===== config.mk =====
export PLATFORM = sky130hd
export DESIGN_NAME = transaction_id_remap_table_core
export DESIGN_NICKNAME = d
export VERILOG_FILES = /design/src/sv/tirt_pkg.sv /design/src/sv/tirt_front.sv /design/src/sv/tirt_back.sv /design/src/sv/tirt_resq.sv /design/src/sv/transaction_id_remap_table_core.sv
export SDC_FILE = /design/constraint.sdc
export NUM_CORES = 2
export LEC_CHECK = 0
export BUFFER_PORTS_ARGS = -buffer_cell sky130_fd_sc_hd__buf_2
export CORE_AREA = 2 2 385 387
export CTS_BUF_LIST = sky130_fd_sc_hd__clkbuf_4 sky130_fd_sc_hd__clkbuf_8 sky130_fd_sc_hd__clkbuf_16
export CTS_CLUSTER_SIZE = 25
export DETAILED_ROUTE_END_ITERATION = 16
export DIE_AREA = 0 0 387 389
export PLACE_DENSITY = 0.67
export SYNTH_ARGS = -nofsm -noshare
export SYNTH_HDL_FRONTEND = slang
export SYNTH_SLANG_ARGS = --single-unit

===== constraint.sdc =====
create_clock -name clk -period 8.77 [get_ports clk]
set_input_delay 1.754 -clock clk [delete_from_list [all_inputs] [get_ports clk]]
set_output_delay 1.754 -clock clk [all_outputs]
set_load 0.02 [all_outputs]

===== src/sv/tirt_pkg.sv =====
// ----------------------------------------------------------------------------
// tirt_pkg
// Shared types and codes for the transaction ID remap table.
// ----------------------------------------------------------------------------
package tirt_pkg;

  localparam int ENTRIES_DEFAULT = 16;
  localparam int QUEUE_DEPTH     = 2;

  localparam logic [1:0] CMD_ALLOC   = 2'd0;
  localparam logic [1:0] CMD_RESOLVE = 2'd1;
  localparam logic [1:0] CMD_FREE    = 2'd2;
  localparam logic [1:0] CMD_LOOKUP  = 2'd3;

  localparam logic [1:0] ST_OK      = 2'd0;
  localparam logic [1:0] ST_FULL    = 2'd1;
  localparam logic [1:0] ST_NOMATCH = 2'd2;

  typedef struct packed {
    logic [1:0]  cmd;
    logic [15:0] client_xid;
    logic [31:0] client_ip;
    logic [15:0] client_port;
    logic [15:0] upstream_xid;
  } in_word_t;

  typedef struct packed {
    logic [1:0]  status;
    logic [15:0] assigned_txid;
    logic [15:0] found_client_xid;
    logic [31:0] found_client_ip;
    logic [15:0] found_client_port;
  } out_word_t;

  // Classified request as held between front and back
  typedef struct packed {
    logic        is_alloc;
    logic        want_fields;
    logic        do_free;
    logic [15:0] client_xid;
    logic [31:0] client_ip;
    logic [15:0] client_port;
    logic [15:0] upstream_xid;
  } job_t;

endpackage


===== src/sv/tirt_front.sv =====
// ----------------------------------------------------------------------------
// tirt_front
// Request intake: decodes the command and queues the job for the engine.
// ----------------------------------------------------------------------------
module tirt_front (
  input  logic            clk,
  input  logic            rst,
  input  logic            push,
  output logic            full,
  input  tirt_pkg::in_word_t req,
  output logic            job_valid,
  input  logic            job_take,
  output tirt_pkg::job_t  job
);
  import tirt_pkg::*;

  localparam int PTR_W = (QUEUE_DEPTH > 1) ? $clog2(QUEUE_DEPTH) : 1;
  localparam int CNT_W = $clog2(QUEUE_DEPTH + 1);

  job_t              slot [QUEUE_DEPTH];
  logic [PTR_W-1:0]  wr_ptr;
  logic [PTR_W-1:0]  rd_ptr;
  logic [CNT_W-1:0]  count;
  job_t              job_in;
  logic              wr_en;
  logic              rd_en;

  always_comb begin
    job_in.is_alloc     = (req.cmd == CMD_ALLOC);
    job_in.want_fields  = (req.cmd == CMD_RESOLVE) || (req.cmd == CMD_LOOKUP);
    job_in.do_free      = (req.cmd == CMD_RESOLVE) || (req.cmd == CMD_FREE);
    job_in.client_xid   = req.client_xid;
    job_in.client_ip    = req.client_ip;
    job_in.client_port  = req.client_port;
    job_in.upstream_xid = req.upstream_xid;
  end

  assign full      = (count == CNT_W'(QUEUE_DEPTH));
  assign job_valid = (count != '0);
  assign job       = slot[rd_ptr];
  assign wr_en     = push && !full;
  assign rd_en     = job_take && job_valid;

  always_ff @(posedge clk) begin
    if (wr_en) begin
      slot[wr_ptr] <= job_in;
    end
  end

  always_ff @(posedge clk) begin
    if (rst) begin
      wr_ptr <= '0;
      rd_ptr <= '0;
      count  <= '0;
    end else begin
      if (wr_en) begin
        wr_ptr <= (wr_ptr == PTR_W'(QUEUE_DEPTH - 1)) ? '0 : wr_ptr + 1'b1;
      end
      if (rd_en) begin
        rd_ptr <= (rd_ptr == PTR_W'(QUEUE_DEPTH - 1)) ? '0 : rd_ptr + 1'b1;
      end
      count <= count + CNT_W'(wr_en) - CNT_W'(rd_en);
    end
  end

endmodule


===== src/sv/tirt_back.sv =====
// ----------------------------------------------------------------------------
// tirt_back
// Table engine: parallel compare, lowest-index pick, then update or read.
// ----------------------------------------------------------------------------
module tirt_back #(
  parameter int ENTRIES = tirt_pkg::ENTRIES_DEFAULT
) (
  input  logic               clk,
  input  logic               rst,
  input  logic               job_valid,
  output logic               job_take,
  input  tirt_pkg::job_t     job,
  input  logic               res_space,
  output logic               res_push,
  output tirt_pkg::out_word_t res_word
);
  import tirt_pkg::*;

  localparam int IDX_W = (ENTRIES > 1) ? $clog2(ENTRIES) : 1;

  typedef enum logic [4:0] {
    S_IDLE  = 5'b00001,
    S_MATCH = 5'b00010,
    S_PICK  = 5'b00100,
    S_EXEC  = 5'b01000,
    S_READ  = 5'b10000
  } state_t;

  typedef struct packed {
    logic [15:0] xid;
    logic [31:0] ip;
    logic [15:0] port;
  } client_rec_t;

  state_t               state;
  state_t               state_next;
  job_t                 cur;
  logic [ENTRIES-1:0]   busy;
  logic [15:0]          up_id [ENTRIES];
  logic [15:0]          next_id;
  logic [15:0]          id_inc;
  logic [ENTRIES-1:0]   match_vec;
  logic                 hit;
  logic [IDX_W-1:0]     idx;
  logic [IDX_W-1:0]     enc_idx;
  client_rec_t          client_mem [ENTRIES];
  client_rec_t          rd_data;
  logic                 mem_we;
  logic                 go_read;

  assign job_take = (state == S_IDLE) && job_valid && res_space;
  assign id_inc   = next_id + 16'd1;
  assign mem_we   = (state == S_EXEC) && cur.is_alloc && hit;
  assign go_read  = !cur.is_alloc && hit && cur.want_fields;

  // lowest set bit wins
  always_comb begin
    enc_idx = '0;
    for (int k = ENTRIES - 1; k >= 0; k--) begin
      if (match_vec[k]) begin
        enc_idx = IDX_W'(k);
      end
    end
  end

  always_comb begin
    state_next = state;
    res_push   = 1'b0;
    res_word   = '0;
    unique case (state)
      S_IDLE: begin
        if (job_take) begin
          state_next = S_MATCH;
        end
      end
      S_MATCH: state_next = S_PICK;
      S_PICK:  state_next = S_EXEC;
      S_EXEC: begin
        if (go_read) begin
          state_next = S_READ;
        end else begin
          state_next = S_IDLE;
          res_push   = 1'b1;
          if (cur.is_alloc) begin
            res_word.status        = hit ? ST_OK : ST_FULL;
            res_word.assigned_txid = hit ? next_id : 16'd0;
          end else begin
            res_word.status = hit ? ST_OK : ST_NOMATCH;
          end
        end
      end
      S_READ: begin
        state_next                 = S_IDLE;
        res_push                   = 1'b1;
        res_word.status            = ST_OK;
        res_word.found_client_xid  = rd_data.xid;
        res_word.found_client_ip   = rd_data.ip;
        res_word.found_client_port = rd_data.port;
      end
      default: state_next = S_IDLE;
    endcase
  end

  // Job, compare vector and pick index
  always_ff @(posedge clk) begin
    if (job_take) begin
      cur <= job;
    end
    if (state == S_MATCH) begin
      for (int k = 0; k < ENTRIES; k++) begin
        match_vec[k] <= cur.is_alloc ? !busy[k]
                                     : (busy[k] && (up_id[k] == cur.upstream_xid));
      end
    end
    if (state == S_PICK) begin
      hit <= |match_vec;
      idx <= enc_idx;
    end
    if (mem_we) begin
      up_id[idx] <= next_id;
    end
  end

  // Client field store
  always_ff @(posedge clk) begin
    if (mem_we) begin
      client_mem[idx] <= '{xid: cur.client_xid, ip: cur.client_ip, port: cur.client_port};
    end
    rd_data <= client_mem[idx];
  end

  always_ff @(posedge clk) begin
    if (rst) begin
      state   <= S_IDLE;
      busy    <= '0;
      next_id <= 16'd1;
    end else begin
      state <= state_next;
      if (mem_we) begin
        busy[idx] <= 1'b1;
        next_id   <= (id_inc == 16'd0) ? 16'd1 : id_inc;
      end
      if ((state == S_EXEC) && !cur.is_alloc && hit && cur.do_free) begin
        busy[idx] <= 1'b0;
      end
    end
  end

endmodule


===== src/sv/tirt_resq.sv =====
// ----------------------------------------------------------------------------
// tirt_resq
// Result queue between the table engine and the response port.
// ----------------------------------------------------------------------------
module tirt_resq (
  input  logic                clk,
  input  logic                rst,
  input  logic                wr,
  input  tirt_pkg::out_word_t wr_word,
  output logic                space,
  output logic                empty,
  input  logic                pop,
  output tirt_pkg::out_word_t rsp
);
  import tirt_pkg::*;

  localparam int PTR_W = (QUEUE_DEPTH > 1) ? $clog2(QUEUE_DEPTH) : 1;
  localparam int CNT_W = $clog2(QUEUE_DEPTH + 1);

  out_word_t         slot [QUEUE_DEPTH];
  logic [PTR_W-1:0]  wr_ptr;
  logic [PTR_W-1:0]  rd_ptr;
  logic [CNT_W-1:0]  count;
  logic              wr_en;
  logic              rd_en;

  assign space = (count != CNT_W'(QUEUE_DEPTH));
  assign empty = (count == '0);
  assign rsp   = slot[rd_ptr];
  assign wr_en = wr && space;
  assign rd_en = pop && !empty;

  always_ff @(posedge clk) begin
    if (wr_en) begin
      slot[wr_ptr] <= wr_word;
    end
  end

  always_ff @(posedge clk) begin
    if (rst) begin
      wr_ptr <= '0;
      rd_ptr <= '0;
      count  <= '0;
    end else begin
      if (wr_en) begin
        wr_ptr <= (wr_ptr == PTR_W'(QUEUE_DEPTH - 1)) ? '0 : wr_ptr + 1'b1;
      end
      if (rd_en) begin
        rd_ptr <= (rd_ptr == PTR_W'(QUEUE_DEPTH - 1)) ? '0 : rd_ptr + 1'b1;
      end
      count <= count + CNT_W'(wr_en) - CNT_W'(rd_en);
    end
  end

endmodule


===== src/sv/transaction_id_remap_table_core.sv =====
// ----------------------------------------------------------------------------
// transaction_id_remap_table_core
// Pending-request table: hands out upstream IDs on allocate and maps them
// back to the client's ID, address and port on resolve/free/lookup.
// ----------------------------------------------------------------------------
//
//   Channel  Handshake          Word        Notes
//   -------  -----------------  ----------  ---------------------------------
//   request  push / full        req         in_word_t, one command per word
//   response empty / pop        rsp         out_word_t, one word per request
//
// Sequence: the engine takes a job, compares, picks and updates on an
//   allocate, a free or a miss, and adds a registered client-field read on
//   a resolve/lookup hit. It takes no new word from the request queue until
//   the current one is finished.
// Reset: synchronous; all entries go free, the ID counter goes to 1, both
//   queues empty. Entry contents are not cleared, so no clearing pass.
// Stalls: two-word queues on each side; the engine only starts a word when
//   the response queue has room, so a stalled consumer never loses results.
//
module transaction_id_remap_table_core #(
  parameter int ENTRIES = tirt_pkg::ENTRIES_DEFAULT
) (
  input  logic                clk,
  input  logic                rst,
  input  logic                push,
  output logic                full,
  input  tirt_pkg::in_word_t  req,
  output logic                empty,
  input  logic                pop,
  output tirt_pkg::out_word_t rsp
);
  import tirt_pkg::*;

  job_t      job;
  logic      job_valid;
  logic      job_take;
  logic      res_space;
  logic      res_push;
  out_word_t res_word;

  // Front: decode and buffer requests
  tirt_front u_front (
    .clk       (clk),
    .rst       (rst),
    .push      (push),
    .full      (full),
    .req       (req),
    .job_valid (job_valid),
    .job_take  (job_take),
    .job       (job)
  );

  // Back: table lookup and update
  tirt_back #(
    .ENTRIES (ENTRIES)
  ) u_back (
    .clk       (clk),
    .rst       (rst),
    .job_valid (job_valid),
    .job_take  (job_take),
    .job       (job),
    .res_space (res_space),
    .res_push  (res_push),
    .res_word  (res_word)
  );

  // Response buffering
  tirt_resq u_resq (
    .clk     (clk),
    .rst     (rst),
    .wr      (res_push),
    .wr_word (res_word),
    .space   (res_space),
    .empty   (empty),
    .pop     (pop),
    .rsp     (rsp)
  );

endmodule


* Word level (Yosys, flattened, before mapping) *
Memory sizes are Yosys's and may differ from the RTL's. A register that Yosys moved wholly into a read port is not among the register bits.
Cells that the tools add are included.

word-level totals
  memories = 4
  bits of input ports = 86
  bits in registers = 66
  output and inout port bits = 84
  memory bits (writable) = 1610

memory list
  memory             depth  bits a word  rd ports  clocked after memory_dff  write ports  line              RTL
  u_back.client_mem  16     64           1         1                         1            tirt_back.sv:46   client_rec_t client_mem [ENTRIES];
  u_back.up_id       16     16           16        0                         1            tirt_back.sv:39   logic [15:0] up_id [ENTRIES];
  u_front.slot       2      83           1         1                         1            tirt_front.sv:20  job_t slot [QUEUE_DEPTH];
  u_resq.slot        2      82           1         1                         1            tirt_resq.sv:20   out_word_t slot [QUEUE_DEPTH];

operators by class
  reduce and logical (&&, ||, !) cells = 59
  bitwise logic cells = 3
  equality and inequality tests = 27
  mux-type cells = 63
  order comparisons = 2
  $add $sub $neg = 9

operator list
  cell                   number
  $eq 16x16->1           16
  $mux 16                7
  $mux 64                1
  $mux 1                 32
  $mux 4                 8
  $logic_and 1x1->1      30
  $pmux 5 s4             1
  $logic_not 1->1        19
  $mux 18                1
  $add 16x1->16 const B  1
  $and 16x16->16         1
  $logic_not 16->1       1
  $not 16->16            1
  $or 16x16->16          1
  $reduce_or 16->1       1
  $mux 3                 4
  $mux 2                 5
  $mux 5                 2
  $reduce_or 8->1        1
  $eq 2x2->1 const B     3
  $eq 5x1->1 const B     1
  $eq 5x2->1 const B     1
  $eq 5x3->1 const B     1
  $eq 5x4->1 const B     1
  15 further kinds       23

* Longest topological paths before layout *
  depth in word-level cells = 15
  mapped depth = 9
  gate-level depth less buffers = 9

* Hierarchy *
A second synthesis with hierarchy kept.

second synthesis, totals
  cell total of the unflattened synthesis = 3161
  area total of the unflattened synthesis = 68954.9 um^2

by module, submodules not included
  module      sequential area each (um^2)  cells an instance  area an instance (um^2)  instances
  tirt_back   43581.8                      2590               56102.6                  1
  tirt_resq   5024.8                       280                6552.5                   1
  tirt_front  5084.9                       291                6299.8                   1

* Worst setup path after synthesis *
No wires, ideal clock.

  kind = register to register
  start = register u_back.idx[0]
  end = memory u_back.client_mem[12][0] (netlist bit), enable pin
  setup slack = -792 ps
  cell stages (with the launch flop) = 6
  data required time = 8050 ps
  path buffers = 4
  data arrival time = 8843 ps
  library setup time = 720 ps
  path through = edfxtp_1 -> buf_2 -> buf_6 -> buf_2 -> buf_2 -> nor4_1

RTL lines
  item                    line              RTL
  from (decl)             tirt_back.sv:44   logic [IDX_W-1:0] idx;
  from (signal assigned)  tirt_back.sv:117  idx <= enc_idx;
  to (decl)               tirt_back.sv:46

No word-level cell before the write port.

==> reports/qor.yml <==
dieArea_um2: 151000
start_util_pct: 46.6
cts_buffer_depth: 3
synthesis.area_um2: 68400
setup_viol: 0
h-tree-depth: 4
arrival_ns: 2.78
portBuffers: 169
final_antenna_net_count: 0
vdd_ir_drop_max_mv: 0.192
ys.flop_type: "edfxtp_1"
post-place-cells: 5207
drtIter0Drc: 3305
first_pass_iters: 5
slew_headroom_pct: 13.6
tns_ns: 0
status: "completed"
cts_setup_buffers: 0
grt_overflow_total: 0
drt_wl_total_um: 148000
crit_family: "buffers and inverters"
crit_chain: "buf_4, mux2_2, buf_2"
p_total_mw: 20.3
ff2ff_path_depth: 6
ys_ff_latch: 1824
dp_slack_ns: 4.50
synth_largest_area_cell: "edfxtp_1"
cts_tree: "done"
synth_cell_types: 52
r2r-start: "u_back.state[0]$_SDFFE_PP1P_"
area_growth_pct: 14.0
synth_area_per_cell_um2: 21.6
synthCells: 3162
fin_crit_sh_pct: 51.7
yosysSeqAreaShare_pct: 78.5
ios: 170
fmax_mhz: 220
crit_type: "register to output port"
core.rowCount: 141
min_period_ns: 4.54
route.detailed.drc: 0
worst-path-stages: 3
fin_skew_ns: 0.0384
synthArstFlopShare_pct: 0
path_buf_inv: 2
worst_pin_slew_ns: 1.30
critPathRequiredTime_ns: 7.02
cts.clk_slew.worst_paths_ns: 0.06
vias: 31202
die_h_um: 389
antennaDiodeCount: 0
setup_ws_ns: 4.23
insertion_delay_ns: 0.81
p_leak_nw: 25.7
core_area_um2: 147000
max-cap-violations: 0
switching_share_pct: 23.3
cts_num_sinks: 1824
r2r-end: "u_back.client_mem[11][59]$_DFFE_PP_"
crit_path_end_kind: "output port"
synth_edf_count: 1714
gp_congestion: 0.783
pwr-share-comb_pct: 7.5
detail_route.wl_per_cell_um: 26.7
cts_root_buf: "clkbuf_16"
grt_use_total_pct: 19.6
detailed_place_hpwl_um: 77100
setup.worst_path.end: "rsp[41]"
intPower_mw: 15.6
hold_viol_final: 0
crit_fanout: 51
slowest_stage: "dfxtp_4"
antenna_found_initial: 9
critPathMaxStageDelay_ns: 0.67
die_w_um: 387
ys_warn_count: 0
syn-num-nets: 3256
synth.top_cell.area_share_pct: 75.3
drive_gt1_share_pct: 30.5
power.net_switching_mw: 4.74
layoutNonFillerInstCount: 5539
reg2reg_slack_ns: 4.58
cts_buffers: 180
cp-start-kind: "register"
grt_pass1_wl_um: 215000
vias_per_cell: 5.63
hold_path.class: "register to register"
layout.nets: 3553
p_clk_share_pct: 38.1
grt_pass1_vias: 32002
seqPwrFrac_pct: 54.4
finalMaxSlewViolations: 0
synthTopCellsByArea: "edfxtp_1 (75%), mux4_2 (11%), dfxtp_1 (3.2%)"
powerDensity_nw_per_um2: 261
rsz0062_at_grt: "no"
grt_max_degree: 165
cts_resized: 0
cts_hold_buffers: 0
## cells by family (layout without fill, tap and decap cells)
family / after synthesis / after routing / share of synthesized area, %
and+or+nand+nor: 343 / 343 / 2.74
adders and majority gates: 8 / 8 / 0.146
buffers and inverters: 162 / 609 / 1.03
muxes: 502 / 502 / 13.5
AOI/OAI and AO/OA: 41 / 41 / 0.439
xor gates and xnor gates: 282 / 282 / 3.61
DFF: 1824 / 1824 / 78.5
## worst min-delay path by stage
stage	start	end	slack [ns]	depth (start not counted)
2_1_floorplan	u_resq.rd_ptr$_SDFFE_PP0P_	register	0.48	2
3_3_place_gp	u_resq.rd_ptr$_SDFFE_PP0P_	register	0.49	2
3_5_place_dp	u_resq.rd_ptr$_SDFFE_PP0P_	register	0.50	2
4_1_cts	u_resq.rd_ptr$_SDFFE_PP0P_	register	0.52	2
5_1_grt	u_back.rd_data[53]$_DFF_P_	u_resq.slot[0][53]$_DFFE_PP_	0.54	1
6_report	u_resq.rd_ptr$_SDFFE_PP0P_	u_resq.rd_ptr$_SDFFE_PP0P_	0.52	2
## worst register-to-register path: cells and delay by family, from the launching register on
family	cells	cell delay (ns)
DFF	1	0.34
and+or+nand+nor	5	2.48
buffers and inverters	1	0.92
## layer usage
metal / GRT usage, % / vias up / part of all wire, %
met5: 0 / - / 0.024
met4: 4.83 / 6 / 1.7
met3: 3.59 / 192 / 6.6
met2: 32.7 / 1102 / 50
met1: 26.9 / 16559 / 41
li1: - / 13343 / -
## cells in the mapped netlist (2+ instances only)
cell,n
nor3b_1,2
nand3_1,27
edfxtp_1,1714
nand2b_1,4
a21oi_1,9
mux2i_1,16
mux4_2,320
mux2_2,166
or2_2,3
nand4_1,50
inv_1,18
nand2_1,23
a211o_1,2
ha_1,8
xor2_1,86
nor2_1,68
clkbuf_8,2
buf_2,50
or4_1,3
nand3b_1,3
clkbuf_1,85
xnor2_1,196
and2_2,2
o21bai_1,2
buf_6,2
buf_1,4
o21ai_0,5
o22ai_1,7
nor3_1,41
nor2b_1,6
dfxtp_1,110
o221a_2,6
nor4_1,22
a311oi_1,3
and3_1,5
and2_1,76
## power by group through the flow
stage / clock [mW] / sequential, mW / combinational (mW)
floorplan: 0 / 11.0 / 1.06
CTS: 7.88 / 11.1 / 1.55
finish: 7.74 / 11.1 / 1.53
detailed placement: 0 / 11.3 / 1.53
global route: 8.23 / 11.2 / 1.64
global placement: 0 / 11.2 / 1.51
## stage by stage
step / hold WS [ns] / cell area, µm² / util [%]
final: 0.519 / 77900 / 53.2
after global routing: 0.543 / 77900 / 53.2
after CTS: 0.520 / 77900 / 53.2
after detailed placement: 0.498 / 71800 / 49.0
after global placement: 0.492 / 71800 / 49.0
after floorplan: 0.481 / 68400 / -
## flip-flops by register name (all words and copies together), names as in the netlist, named ones only
| signal | flops |
|---|---|
| u_back.busy | 16 |
| u_back.client_mem | 1024 |
| u_back.cur | 83 |
| u_back.hit | 1 |
| u_back.idx | 4 |
| u_back.match_vec | 16 |
| u_back.next_id | 16 |
| u_back.rd_data | 64 |
| u_back.state | 5 |
| u_back.up_id | 256 |
| u_front.count | 2 |
| u_front.rd_ptr | 1 |
| u_front.slot | 166 |
| u_front.wr_ptr | 1 |
| u_resq.count | 2 |
| u_resq.rd_ptr | 1 |
| u_resq.slot | 164 |
| u_resq.wr_ptr | 1 |
## final cells by class
cell class                 count  area [µm²]
clock buffer                 256        5240
sequential                  1824       53700
inverter                      18        67.6
multi-input combinational   1176       14100
fill                       11080       68700
tap                         1930        2410
timing repair buffer         259        1560
clock inverter                76         857
## cells in the final DEF, fill, tap and decap left out, types with 34 or more instances in the layout
cell type,count
and2_1,75
nor3_1,34
buf_2,169
buf_4,87
xor2_1,86
nand4_1,50
mux4_2,320
clkbuf_4,55
edfxtp_1,1714
dfxtp_1,108
mux2_2,166
xnor2_1,196
nor2_1,57
clkbuf_16,183
(Power assumes the default switching activity.)
